`src/hdl/sfpc_pkg.sv`:
```
// shared types and constants of the sensor frame parser checksum core
// no dependencies
package sfpc_pkg;

	localparam int unsigned MAX_DATA_DEF = 32;
	localparam int unsigned DECODE_BYTES = 14;
	localparam int unsigned TDATA_W      = 112;
	localparam int unsigned TUSER_W      = 2;
	localparam int unsigned CFG_IDX_W    = 8;

	localparam logic [20:0] TEMP_OFFSET = 21'd500;
	localparam logic [20:0] SCALE       = 21'd10;

	localparam logic [CFG_IDX_W-1:0] REG_HEAD    = 8'd0;
	localparam logic [CFG_IDX_W-1:0] REG_MEASURE = 8'd1;
	localparam logic [CFG_IDX_W-1:0] REG_VERSION = 8'd2;
	localparam logic [CFG_IDX_W-1:0] REG_SERIAL  = 8'd3;

	typedef enum logic [1:0] {
		ST_MEAS_OK  = 2'd0,
		ST_OTHER_OK = 2'd1,
		ST_SUM_ERR  = 2'd2,
		ST_LEN_ERR  = 2'd3
	} status_t;

	typedef struct packed {
		logic [7:0] head_byte;
		logic [7:0] cmd_measure;
		logic [7:0] cmd_version;
		logic [7:0] cmd_serial;
	} cfg_t;

	localparam cfg_t CFG_RESET = '{
		head_byte:   8'd22,
		cmd_measure: 8'd31,
		cmd_version: 8'd30,
		cmd_serial:  8'd32
	};

	typedef struct packed {
		status_t     frame_status;
		logic [15:0] tvoc_ppb;
		logic [15:0] pm1_level;
		logic [15:0] pm25_level;
		logic [15:0] pm10_level;
		logic [20:0] temperature_scaled;
		logic [19:0] humidity_scaled;
	} res_t;

endpackage

```
`src/hdl/sensor_frame_parser_checksum_core.sv`:
```
// top level of the sensor frame parser checksum core
// depends on sfpc_pkg, sfpc_parser, sfpc_outbuf
//
// channel   direction  handshake            payload
// s_*       in         s_tvalid/s_tready    received byte
// m_*       out        m_tvalid/m_tready    frame result
// cfg_*     in         cfg_valid/cfg_ready  register index and value
//
// one byte per cycle while s_tready is up; parser state updates on each byte taken
// a frame end or length error result is registered on m_* or in the skid entry
// s_tready drops only while both the result register and the skid entry are full
// reset clears parser state and loads the default register values, no clearing pass
module sensor_frame_parser_checksum_core #(
	parameter int unsigned MAX_DATA = sfpc_pkg::MAX_DATA_DEF
) (
	input  logic                              clk,
	input  logic                              arst_n,
	input  logic                              s_tvalid,
	output logic                              s_tready,
	input  logic [7:0]                        s_tdata,    // rx_byte
	output logic                              m_tvalid,
	input  logic                              m_tready,
	// tvoc_ppb, pm1_level, pm25_level, pm10_level, temperature_scaled,
	// humidity_scaled, zero fill
	output logic [sfpc_pkg::TDATA_W-1:0]      m_tdata,
	output logic [sfpc_pkg::TUSER_W-1:0]      m_tuser,    // frame_status
	input  logic                              cfg_valid,
	output logic                              cfg_ready,
	input  logic [sfpc_pkg::CFG_IDX_W-1:0]    cfg_index,
	input  logic [7:0]                        cfg_data
);
	import sfpc_pkg::*;

	cfg_t cfg_q;
	logic s_fire;
	logic res_valid;
	res_t res;
	res_t out_res;

	assign cfg_ready = 1'b1;
	assign s_fire    = s_tvalid && s_tready;

	always_ff @(posedge clk or negedge arst_n) begin
		if (!arst_n) begin
			cfg_q <= CFG_RESET;
		end else if (cfg_valid && cfg_ready) begin
			case (cfg_index)
				REG_HEAD:    cfg_q.head_byte   <= cfg_data;
				REG_MEASURE: cfg_q.cmd_measure <= cfg_data;
				REG_VERSION: cfg_q.cmd_version <= cfg_data;
				REG_SERIAL:  cfg_q.cmd_serial  <= cfg_data;
				default:     cfg_q <= cfg_q;
			endcase
		end
	end

	sfpc_parser #(
		.MAX_DATA(MAX_DATA)
	) u_parser (
		.clk      (clk),
		.arst_n   (arst_n),
		.req_valid(s_fire),
		.req_byte (s_tdata),
		.cfg      (cfg_q),
		.res_valid(res_valid),
		.res      (res)
	);

	sfpc_outbuf u_outbuf (
		.clk      (clk),
		.arst_n   (arst_n),
		.in_valid (res_valid),
		.in_ready (s_tready),
		.in_res   (res),
		.out_valid(m_tvalid),
		.out_ready(m_tready),
		.out_res  (out_res)
	);

	assign m_tuser = out_res.frame_status;
	assign m_tdata = {
		7'd0,
		out_res.humidity_scaled,
		out_res.temperature_scaled,
		out_res.pm10_level,
		out_res.pm25_level,
		out_res.pm1_level,
		out_res.tvoc_ppb
	};

endmodule

```
`src/hdl/sfpc_parser.sv`:
```
// frame parser: header hunt, length and command check, running sum, decode
// depends on sfpc_pkg
module sfpc_parser #(
	parameter int unsigned MAX_DATA = sfpc_pkg::MAX_DATA_DEF
) (
	input  logic              clk,
	input  logic              arst_n,
	input  logic              req_valid,
	input  logic [7:0]        req_byte,
	input  sfpc_pkg::cfg_t    cfg,
	output logic              res_valid,
	output sfpc_pkg::res_t    res
);
	import sfpc_pkg::*;

	localparam int unsigned CW = $clog2(MAX_DATA + 1);
	localparam int unsigned IW = $clog2(DECODE_BYTES);
	localparam logic [8:0] LEN_MAX = 9'(MAX_DATA + 1);

	typedef enum logic [4:0] {
		PH_HUNT = 5'b00001,
		PH_LEN  = 5'b00010,
		PH_CMD  = 5'b00100,
		PH_DATA = 5'b01000,
		PH_SUM  = 5'b10000
	} phase_t;

	phase_t          phase_q, phase_d;
	logic [7:0]      len_q, len_d;
	logic [7:0]      cmd_q, cmd_d;
	logic [CW-1:0]   count_q, count_d;
	logic [7:0]      sum_q, sum_d;
	logic [7:0]      data_q [DECODE_BYTES];
	logic [7:0]      vb [DECODE_BYTES];
	logic [20:0]     temp_ofs;
	logic [20:0]     temp_val;
	logic [19:0]     hum_val;
	logic            known_cmd;

	always_comb begin
		for (int i = 0; i < DECODE_BYTES; i++) begin
			vb[i] = (CW'(i) < count_q) ? data_q[i] : 8'd0;
		end
	end

	assign temp_ofs  = {5'd0, vb[10], vb[11]} - TEMP_OFFSET;
	assign temp_val  = 21'(temp_ofs * SCALE);
	assign hum_val   = 20'({5'd0, vb[12], vb[13]} * SCALE);
	assign known_cmd = (req_byte == cfg.cmd_measure) || (req_byte == cfg.cmd_version)
		|| (req_byte == cfg.cmd_serial);

	always_comb begin
		phase_d   = phase_q;
		len_d     = len_q;
		cmd_d     = cmd_q;
		count_d   = count_q;
		sum_d     = sum_q;
		res_valid = 1'b0;
		res       = '0;
		if (req_valid) begin
			case (phase_q)
				PH_LEN: begin
					len_d = req_byte;
					sum_d = sum_q + req_byte;
					if (req_byte < 8'd2 || {1'b0, req_byte} > LEN_MAX) begin
						phase_d          = PH_HUNT;
						res_valid        = 1'b1;
						res.frame_status = ST_LEN_ERR;
					end else begin
						phase_d = PH_CMD;
					end
				end
				PH_CMD: begin
					cmd_d = req_byte;
					sum_d = sum_q + req_byte;
					if (known_cmd) begin
						count_d = '0;
						phase_d = PH_DATA;
					end else begin
						phase_d = PH_HUNT;
					end
				end
				PH_DATA: begin
					sum_d   = sum_q + req_byte;
					count_d = count_q + 1'b1;
					if (9'(count_d) + 9'd1 >= {1'b0, len_q}) begin
						phase_d = PH_SUM;
					end
				end
				PH_SUM: begin
					phase_d   = PH_HUNT;
					res_valid = 1'b1;
					if (req_byte != 8'(8'd0 - sum_q)) begin
						res.frame_status = ST_SUM_ERR;
					end else if (cmd_q == cfg.cmd_measure) begin
						res.frame_status       = ST_MEAS_OK;
						res.tvoc_ppb           = {vb[0], vb[1]};
						res.pm1_level          = {vb[4], vb[5]};
						res.pm25_level         = {vb[6], vb[7]};
						res.pm10_level         = {vb[8], vb[9]};
						res.temperature_scaled = temp_val;
						res.humidity_scaled    = hum_val;
					end else begin
						res.frame_status = ST_OTHER_OK;
					end
				end
				default: begin
					phase_d = PH_HUNT;
					if (req_byte == cfg.head_byte) begin
						sum_d   = req_byte;
						count_d = '0;
						phase_d = PH_LEN;
					end
				end
			endcase
		end
	end

	always_ff @(posedge clk or negedge arst_n) begin
		if (!arst_n) begin
			phase_q <= PH_HUNT;
			len_q   <= '0;
			cmd_q   <= '0;
			count_q <= '0;
			sum_q   <= '0;
		end else begin
			phase_q <= phase_d;
			len_q   <= len_d;
			cmd_q   <= cmd_d;
			count_q <= count_d;
			sum_q   <= sum_d;
		end
	end

	// only the first DECODE_BYTES data bytes are kept, all the decoder reads
	always_ff @(posedge clk) begin
		if (req_valid && phase_q == PH_DATA && count_q < CW'(DECODE_BYTES)) begin
			data_q[count_q[IW-1:0]] <= req_byte;
		end
	end

endmodule

```
`src/hdl/sfpc_outbuf.sv`:
```
// result register with one skid entry behind it
// depends on sfpc_pkg
module sfpc_outbuf (
	input  logic           clk,
	input  logic           arst_n,
	input  logic           in_valid,
	output logic           in_ready,
	input  sfpc_pkg::res_t in_res,
	output logic           out_valid,
	input  logic           out_ready,
	output sfpc_pkg::res_t out_res
);
	import sfpc_pkg::*;

	logic out_valid_q;
	logic skid_valid_q;
	res_t out_res_q;
	res_t skid_res_q;

	assign in_ready  = !skid_valid_q;
	assign out_valid = out_valid_q;
	assign out_res   = out_res_q;

	always_ff @(posedge clk or negedge arst_n) begin
		if (!arst_n) begin
			out_valid_q  <= 1'b0;
			skid_valid_q <= 1'b0;
		end else if (out_ready || !out_valid_q) begin
			if (skid_valid_q) begin
				out_valid_q  <= 1'b1;
				skid_valid_q <= 1'b0;
			end else begin
				out_valid_q <= in_valid;
			end
		end else if (in_valid) begin
			skid_valid_q <= 1'b1;
		end
	end

	always_ff @(posedge clk) begin
		if (out_ready || !out_valid_q) begin
			if (skid_valid_q) begin
				out_res_q <= skid_res_q;
			end else if (in_valid) begin
				out_res_q <= in_res;
			end
		end else if (in_valid) begin
			skid_res_q <= in_res;
		end
	end

endmodule

```
`config.mk`:
```
export PLATFORM = sky130hd
export DESIGN_NAME = sensor_frame_parser_checksum_core
export DESIGN_NICKNAME = d
export VERILOG_FILES = /design/src/hdl/sfpc_pkg.sv /design/src/hdl/sensor_frame_parser_checksum_core.sv /design/src/hdl/sfpc_parser.sv /design/src/hdl/sfpc_outbuf.sv
export SDC_FILE = /design/constraint.sdc
export NUM_CORES = 1
export LEC_CHECK = 0
export ABC_AREA = 1
export BUFFER_PORTS_ARGS = -buffer_cell sky130_fd_sc_hd__buf_2
export CORE_MARGIN = 1
export CORE_UTILIZATION = 65
export DETAILED_ROUTE_END_ITERATION = 8
export PLACE_DENSITY = 0.85
export SKIP_LAST_GASP = 1
export SYNTH_ARGS = -nofsm -noshare
export SYNTH_HDL_FRONTEND = slang
export SYNTH_SLANG_ARGS = --single-unit
```
`constraint.sdc`:
```
create_clock -name clk -period 17.55 [get_ports clk]
set_input_delay 1.755 -clock clk [delete_from_list [all_inputs] [get_ports clk]]
set_output_delay 1.755 -clock clk [all_outputs]
set_load 0.02 [all_outputs]
```
Word level (Yosys, flattened, before mapping)
Memories as Yosys holds them, arrays and structs flattened.
Index checks and enable logic that the tools add are counted.

word-level totals
  flip-flop bits (word level) = 283
  latch bits = 0
  RAM bits = 112
  bits in read-only memories = 0
  word-level logic and storage cells = 134
  memories = 1

operators by class
  add/subtract/negate cells = 5
  multiply operators = 2
  divide/modulo/power cells = 0
  $lt $le $gt $ge = 16
  equality and inequality tests = 15
  shift-type cells = 0
  muxes and demuxes = 40
  bitwise operators = 3
  reductions and logical operators = 27

memories
  memory           depth  width  rd ports  clocked after memory_dff  write ports  line               text
  u_parser.data_q  14     8      12        0                         1            sfpc_parser.sv:33  logic [7:0] data_q [DECODE_BYTES];

operators by type and width
  cell                                                                             count
  107-bit two-way mux                                                              3
  105-bit two-way mux                                                              3
  8-bit two-way mux                                                                13
  8-bit == test                                                                    5
  4-bit by 6-bit < comparator with 1-bit output, first input constant              6
  3-bit by 6-bit < comparator with 1-bit output, first input constant              4
  21-bit by 3-bit multiplier with 20-bit output, second input constant             1
  5-bit one-hot mux with 4 select lines                                            1
  16-bit by 3-bit multiplier with 19-bit output, second input constant             1
  6-bit one-hot mux with 3 select lines                                            1
  2-bit AND reduction                                                              9
  16-bit by 9-bit subtractor with 17-bit output, second input constant             1
  8-bit by 2-bit == test with 1-bit output, second input constant                  2
  8-bit one-hot mux with 2 select lines                                            1
  1-bit by 6-bit < comparator with 1-bit output, first input constant              2
  6-bit two-way mux                                                                2
  9-bit by 8-bit greater-or-equal comparator with 1-bit output                     1
  8-bit adder                                                                      1
  8-bit by 1-bit == test with 1-bit output, second input constant                  1
  8-bit by 6-bit greater-than comparator with 1-bit output, second input constant  1
  8-bit logical NOT                                                                1
  8-bit by 2-bit < comparator with 1-bit output, second input constant             1
  1-bit two-way mux                                                                8
  8-bit inequality test                                                            1
  25 further kinds                                                                 38

Depth between registers and ports, before layout
Gate-level depths: netlist of run 1.

  depth after elaboration = 10
  mapped depth = 25
  mapped depth without buffers = 24

Hierarchy
Synthesis of run 1 repeated with hierarchy kept, for this count alone.

unflattened totals
  cell total of the unflattened synthesis = 1950
  area total of the unflattened synthesis = 18893.1 µm²

by module, submodules not included
  module                             instances  cells an instance  area each (µm²)  sequential area each (µm²)
  sfpc_parser                        1          1212               9565.4           3759.9
  sfpc_outbuf                        1          571                7861.3           6476.2
  sensor_frame_parser_checksum_core  1          167                1466.4           817.0

Worst setup path after synthesis of run 1
OpenSTA, ideal clock, no wires.

  path type = in2reg
  from = input port s_tdata[1]
  to = register u_outbuf.out_res_q, in the netlist u_outbuf.out_res[100] (enable)
  data arrival time = 7.046 ns
  path slack = 9.934 ns
  cell stages on the path = 8
  buffers on the path = 1
  cell sequence = buf_4 -> inv_2 -> nand4_1 -> o21ai_0 -> nand2_1 -> a21oi_1 -> nor2_1 -> nor2_1

between the ends
  cells in the longest elaborated chain, start to end = 7
  elaborated cells between the ends (all ways) = 8

RTL lines
  item                                                                                                                       line                                     text
  start: declaration                                                                                                         sensor_frame_parser_checksum_core.sv:20  input logic [7:0] s_tdata,
  8-bit by 2-bit < comparator with 1-bit output or 8-bit by 6-bit greater-than comparator with 1-bit output (tied branches)  sfpc_parser.sv:65                        if (req_byte < 8'd2 || {1'b0, req_byte} > LEN_MAX) begin
  1-bit logical OR *                                                                                                         sfpc_parser.sv:65
  1-bit two-way mux *                                                                                                        sfpc_parser.sv:65
  1-bit one-hot mux with 2 select lines *                                                                                    sfpc_parser.sv:61                        case (phase_q)
  1-bit two-way mux *                                                                                                        sfpc_parser.sv:60                        if (req_valid) begin
  2-bit nonzero test (no source line) *                                                                                      -
  2-bit AND reduction (no source line) *                                                                                     -
  end signal: assignment                                                                                                     sfpc_outbuf.sv:43                        out_res_q <= skid_res_q;
  end signal: assignment                                                                                                     sfpc_outbuf.sv:45                        out_res_q <= in_res;
  end: declaration                                                                                                           sfpc_outbuf.sv:17                        res_t out_res_q;

Mark *: on every way between the ends. The rest lies on a longest branch, timed or not.
A chain may end at the register's enable or synchronous reset.

Worst setup path in the final report of run 1
  from = input port s_tdata[4]
  to = register u_outbuf.out_res_q, in the netlist u_outbuf.out_res[3] (enable)

Same word-level chain as after synthesis.

==> results.cfg, run 1 <==
[floorplan]
io_pins = 146
die_h_um = 170.7
start_util = 0.6626
core_area_sq_um = 27930
die_area_sq_um = 29150
rows = 61
die_x_um = 170.7

[logic_synthesis]
syn_area_per_cell_sq_um = 9.973
synth_top_family_by_area = simple AND/OR/NAND/NOR gates
synth.area.mux_share = 0
synth_seq_cells = 375
syn-cell-area_sq_um = 18510
synth-seq-area-share = 0.5907
synthSimpleGateAreaFrac = 0.1937
async_reset_ff_frac = 0.1840
synth_compound_area_frac = 0.07071
synth_edf_count = 306
yosysWarnings = 0
synthFlopType = edfxtp_1
synth_adder_area_share = 0.05732
synthXorXnorAreaFrac = 0.02934
synthCells = 1856
synth.distinct_cells = 42

[clocking]
clkTransAtPathRegs_ns = 0.07
cts_resized = 0
clock_sinks = 375
cts_tree = done
cts_hold_buf = 0
htree_levels = 2
clock_path_buffers = 3
clock_latency_ns = 0.55
cts-root-buf = clkbuf_16
cts_buffers = 37
cts_setup_buffers = 0

[power_and_ir_drop]
pwr_density_cell_nw_per_um2 = 93.96
vdd_ir_drop_max_uv = 86.01
leakagePower_nw = 8.572

[global_route]
track_usage = 0.2859
grt_overflow = 0
grt_max_degree = 90
antenna_found_initial = 0
first_global_vias = 13180
grt_pass1_wl_um = 64780

[timing]
setup_viol = 0
clock.fmax_mhz = 204.9
drv_slew = 0
tightest_slew_ns = 1.134
fin_crit_ns = 4.880
rsz0062_at_grt = false
setup_tns_ns = 0
fin_crit_sh = 0.2780
skew_ns = 0.02507
slew_headroom = 0.2382
final_hold_viol_count = 0

[hold_path]
min_to = u_parser.phase_q[0]
hold_path_depth = 2
min_path_type = reg -> reg
hp-start = u_parser.phase_q[0]

[critical_path]
r2r_start = u_parser.count_q[0]
cp.required_ns = 17.69
rr_worst_depth = 15
r2r-end = u_outbuf.out_res[19]
r2r_slack_ns = 13.09
critPathArrivalTime_ns = 5.02
worst_setup_path_end_kind = flop
setup.worst_path.start_class = input port
crit_path_max_fanout = 81
crit_type = in -> reg

[placed_design]
gp_congestion = 0.8926
place_area_sq_um = 19390
io_buffers = 135
place_inst = 2328
dpl.hpwl_um = 27310

[run_status]
outcome = finished, final reports clean

[final_layout]
final_area_sq_um = 20560
fillers = 1916
final_cell_mix = 508 x nand2_1, 306 x edfxtp_1, 201 x nor2_1, 180 x inv_1, 135 x buf_2
stdcell_count = 2396
layout-drive-gt1-share = 0.1467
syn_to_final_growth_pct = 11.10
num_antenna_cells = 0
final_common_cell = nand2_1
nets = 2101

[detailed_routing]
dr_total_vias = 13500
drtAntennaViolNets = 0
via_per_inst = 5.635
wl_um = 40350
drc_errors = 0
drt_iter0_drc = 1249
firstDrtPassIters = 8
wire_per_inst_um = 16.84

[flow_run]
cap_violations = 0
Yosys cell counts (4+ instances only):
library cell | count | area, sq um
a21oi_1 | 34 | 170.2
buf_2 | 4 | 20.02
buf_4 | 17 | 127.6
buf_6 | 12 | 135.1
clkbuf_1 | 24 | 90.09
dfrtp_1 | 55 | 1376
dfstp_2 | 14 | 367.9
edfxtp_1 | 306 | 9189
ha_1 | 80 | 1001
inv_1 | 180 | 675.7
inv_2 | 5 | 18.77
nand2_1 | 508 | 1907
nand3_1 | 76 | 380.4
nand4_1 | 28 | 175.2
nor2_1 | 203 | 762.0
nor2_2 | 7 | 43.79
nor3_1 | 13 | 65.06
nor3_2 | 4 | 40.04
o211ai_1 | 4 | 30.03
o21ai_0 | 126 | 630.6
o21ai_2 | 42 | 367.9
o21bai_1 | 4 | 30.03
or2_2 | 18 | 112.6
xnor2_1 | 33 | 289.0
xor2_1 | 29 | 254.0
stage by stage:
stage	hold slack (ns)	total power, mW	util	setup slack [ns]
after global routing	0.5149	1.992	0.7361	12.50
after detailed placement	0.4717	1.187	0.6943	12.18
after CTS	0.4793	1.938	0.7361	12.71
after floorplan	0.4530	1.139	-	9.934
after global placement	0.4656	1.181	0.6943	12.36
final	0.4826	1.932	0.7361	12.67
worst max-delay path by stage:
stage,from,endpoint,slack [ns],cells past startpoint
2_1_floorplan,s_tdata[1],u_outbuf.out_res[100],9.93,8
4_1_cts,s_tdata[2],u_outbuf.out_res[22],12.71,10
3_5_place_dp,s_tdata[4],u_outbuf.out_res[39],12.18,10
3_3_place_gp,s_tdata[4],u_outbuf.out_res[12],12.36,10
5_1_grt,s_tdata[4],u_outbuf.out_res[3],12.50,10
6_report,s_tdata[4],u_outbuf.out_res[3],12.67,10
sequential cells by signal, summed over array words and instances (netlist names):
name                   cells
u_parser.count_q           6
u_outbuf.out_valid         1
u_parser.cmd_q             8
u_outbuf.out_res         105
u_parser.len_q             8
u_parser.sum_q             8
u_outbuf.skid_res_q      105
u_parser.phase_q           5
u_outbuf.skid_valid_q      1
cfg_q                     32
u_parser.data_q           96
power breakdown:
part / internal (mW) / switching, mW
clock network: 0.420 / 0.339
logic: 0.0577 / 0.108
registers: 0.985 / 0.0224
total: 1.46 / 0.470
worst max-delay path: stages:
cell     delay [ns]
buf_2          0.42
inv_1          0.24
nand4_1        0.18
a21oi_1        0.07
o21ai_0        0.13
nand2_1        0.16
a21oi_1        0.26
nor2_1         0.14
nor2_4         0.66
buf_4          0.88
logic make-up (layout without fill, tap and decap cells):
family / count (synthesis) / in the layout
AOI/OAI and AO/OA: 222 / 222
DFF: 375 / 375
other: 2 / 10
buffers and inverters: 243 / 397
xor gates and xnor gates: 62 / 62
and+or+nand+nor: 869 / 869
adders and majority gates: 83 / 83
final cells by class:
type                            count  area, sq um  share of cell area
Tap cell                          378        473.0             0.02300
Sequential cell                   375        10940              0.5319
Multi-Input combinational cell   1246         6550              0.3185
Inverter                          186        698.2             0.03395
Clock inverter                     23        192.7            0.009370
Clock buffer                       45        977.2             0.04752
Timing Repair Buffer              143        735.7             0.03578
layer usage:
| metal | global-route usage | wire (um) | up-vias |
|---|---|---|---|
| li1 | - | - | 6447 |
| met1 | 0.3616 | 16020 | 6270 |
| met5 | 0 | 0 | - |
| met2 | 0.4944 | 19760 | 638 |
| met4 | 0.1222 | 1697 | 0 |
| met3 | 0.03909 | 2868 | 147 |
Note: power is estimated with default switching activity, not from simulation.
==> run 2: changes to the inputs <==
--- a/config.mk
+++ b/config.mk
@@ -8,9 +8,9 @@
 export ABC_AREA = 1
 export BUFFER_PORTS_ARGS = -buffer_cell sky130_fd_sc_hd__buf_2
 export CORE_MARGIN = 1
-export CORE_UTILIZATION = 65
+export CORE_UTILIZATION = 55
 export DETAILED_ROUTE_END_ITERATION = 8
-export PLACE_DENSITY = 0.85
+export PLACE_DENSITY = 0.77
 export SKIP_LAST_GASP = 1
 export SYNTH_ARGS = -nofsm -noshare
 export SYNTH_HDL_FRONTEND = slang
==> constraint.sdc (replaced) <==
create_clock -name clk -period 4.05 [get_ports clk]
set_input_delay 0.405 -clock clk [delete_from_list [all_inputs] [get_ports clk]]
set_output_delay 0.405 -clock clk [all_outputs]
set_load 0.02 [all_outputs]
==> run 2 against run 1 <==
Compared with the run above:
- combinational power grew to 4.3 times the previous value
- flip-flop and latch count is the same
- critical path type is now reg -> reg
- clock skew is 0.0061 ns lower
- critical endpoint is now u_outbuf.out_res[15]
- hold slack got worse by 0.33 ns
- first-iteration DRC count fell by 16%
- via count down 3.5%
- global-route usage fell by 4.6 points
- design area increased by 2.1%
==> results.cfg, run 2 (synthesis results as in run 1) <==
[final_layout]
final_common_cell = nand2_1
final_util = 0.6406
final_area_sq_um = 21000
nets = 2122
syn_to_final_growth_pct = 13.47
final_cell_mix = 508 x nand2_1, 306 x edfxtp_1, 199 x nor2_1, 180 x inv_1, 135 x buf_2
layout-drive-gt1-share = 0.1612
num_antenna_cells = 0

[power_and_ir_drop]
power.share.switching = 0.2345
vdd_ir_drop_max_uv = 275.2
pwr_density_cell_nw_per_um2 = 409.4
pwr-share-comb = 0.084
power.internal_mw = 6.582
p_sw_mw = 2.017
pwr-share-clk = 0.410
leakagePower_nw = 8.743
power_mw = 8.599
seq_power_share = 0.506

[timing]
setup_tns_ns = 0
setup_viol = 0
drv_slew = 0
clock.fmax_mhz = 263.6
layout_setup_ws_ns = 0.2557
fin_crit_sh = 0.9369
skew_ns = 0.01897
tightest_slew_ns = 1.178
fin_crit_ns = 3.794
final_hold_viol_count = 0
rsz0062_at_grt = true
slew_headroom = 0.2087

[placed_design]
gp_congestion = 0.9737
dpl.hpwl_um = 27320
dp_slack_ns = 0.08386
place_area_sq_um = 19670
io_buffers = 135

[global_route]
grt_overflow = 0
first_global_vias = 12700
grt_max_degree = 106
track_usage = 0.2400
antenna_found_initial = 0
grt_pass1_wl_um = 63760

[floorplan]
die_area_sq_um = 34390
core_area_sq_um = 32780
start_util = 0.5646
rows = 66
die_x_um = 185.4
io_pins = 146
die_h_um = 185.4

[clocking]
cts_tree = done
cts-root-buf = clkbuf_16
cts_buffers = 39
clock_path_buffers = 3
clock_latency_ns = 0.54
clock_sinks = 375
htree_levels = 2
clkTransAtPathRegs_ns = 0.06

[flow_run]
cap_violations = 0

[hold_path]
min_path_type = in -> reg

[detailed_routing]
firstDrtPassIters = 5
dr_total_vias = 13030
drtAntennaViolNets = 0
drt_iter0_drc = 1046
drc_errors = 0
via_per_inst = 5.246
wire_per_inst_um = 16.10
wl_um = 39980

[critical_path]
critPathArrivalTime_ns = 4.08
cp.required_ns = 4.34
crit_type = reg -> reg
crit_path_max_fanout = 8
setup.worst_path.start_class = flop
worst_setup_path_end_kind = flop
r2r_slack_ns = 0.26

[run_status]
outcome = finished, final reports clean
==> run 2: final cells by class <==
type	count	area, sq um
fillers	2550	11780
inverters	186	698.2
flip-flops and latches	375	10940
clock buffers	53	1060
multi-input cells	1246	6591
clock inverters	19	217.7
repair buffers	162	943.4
well taps	442	553.0
==> run 2: power by group through the flow <==
stage,sequential [mW],combinational [mW],clock (mW)
CTS,4.35,0.724,3.59
global placement,4.42,0.693,0
global route,4.36,0.818,3.75
floorplan,4.45,0.480,0
detailed placement,4.43,0.718,0
finish,4.35,0.721,3.53
==> run 2: repair_timing <==
| action | 4_1_cts | 5_1_grt |
|---|---|---|
| buffers inserted | 0 | 0 |
| hold buffers | 1 | 0 |
| endpoints found under the hold margin | 24 | 0 |
| endpoints found under the setup margin | 0 | 25 |
| resized for setup | 0 | 14 |
==> run 2: per-stage QoR <==
step,cells,hold slack [ns]
after floorplan,1864,0.1094
after global placement,2410,0.4673
after detailed placement,2410,0.4746
after CTS,2483,0.1345
after global routing,2483,0.1275
final,2483,0.1494
==> run 2: layer usage <==
layer  global-route usage  part of all wire  wire length [um]
met5                    0                 0                 0
met1               0.3113              0.44             17740
met2               0.4072              0.48             19350
met4              0.08694             0.028              1132
met3              0.03736             0.044              1756
==> run 2: critical path, cell delays in order (launching register included) <==
cell and delay [ns]:
dfrtp_1 0.46, inv_1 0.20, ha_1 0.30, o21ai_1 0.29, buf_4 0.20, inv_1 0.10
nor2_1 0.17, ha_1 0.26, ha_1 0.38, nand2_1 0.09, inv_1 0.06, a21oi_1 0.16
o21ai_0 0.22, nand2_1 0.12, nand2_1 0.08, or2_2 0.27, nand3_1 0.12, nand2_1 0.07
==> run 2: path summary, 6_finish.rpt <==
| check | from | end | depth (start not counted) |
|---|---|---|---|
| min in group asynchronous | arst_n | cfg_q[13] | 2 |
| setup / recovery | u_parser.count_q[0] | u_outbuf.out_res[15] | 17 |
| setup reg to reg | u_parser.count_q[0] | u_outbuf.out_res[15] | 17 |
| hold reg to reg | u_parser.phase_q[0] | u_parser.phase_q[0] | 2 |
| max in group asynchronous | arst_n | u_parser.count_q[5] | 3 |
| hold / removal | s_tdata[6] | u_parser.data_q[8][6] | 1 |
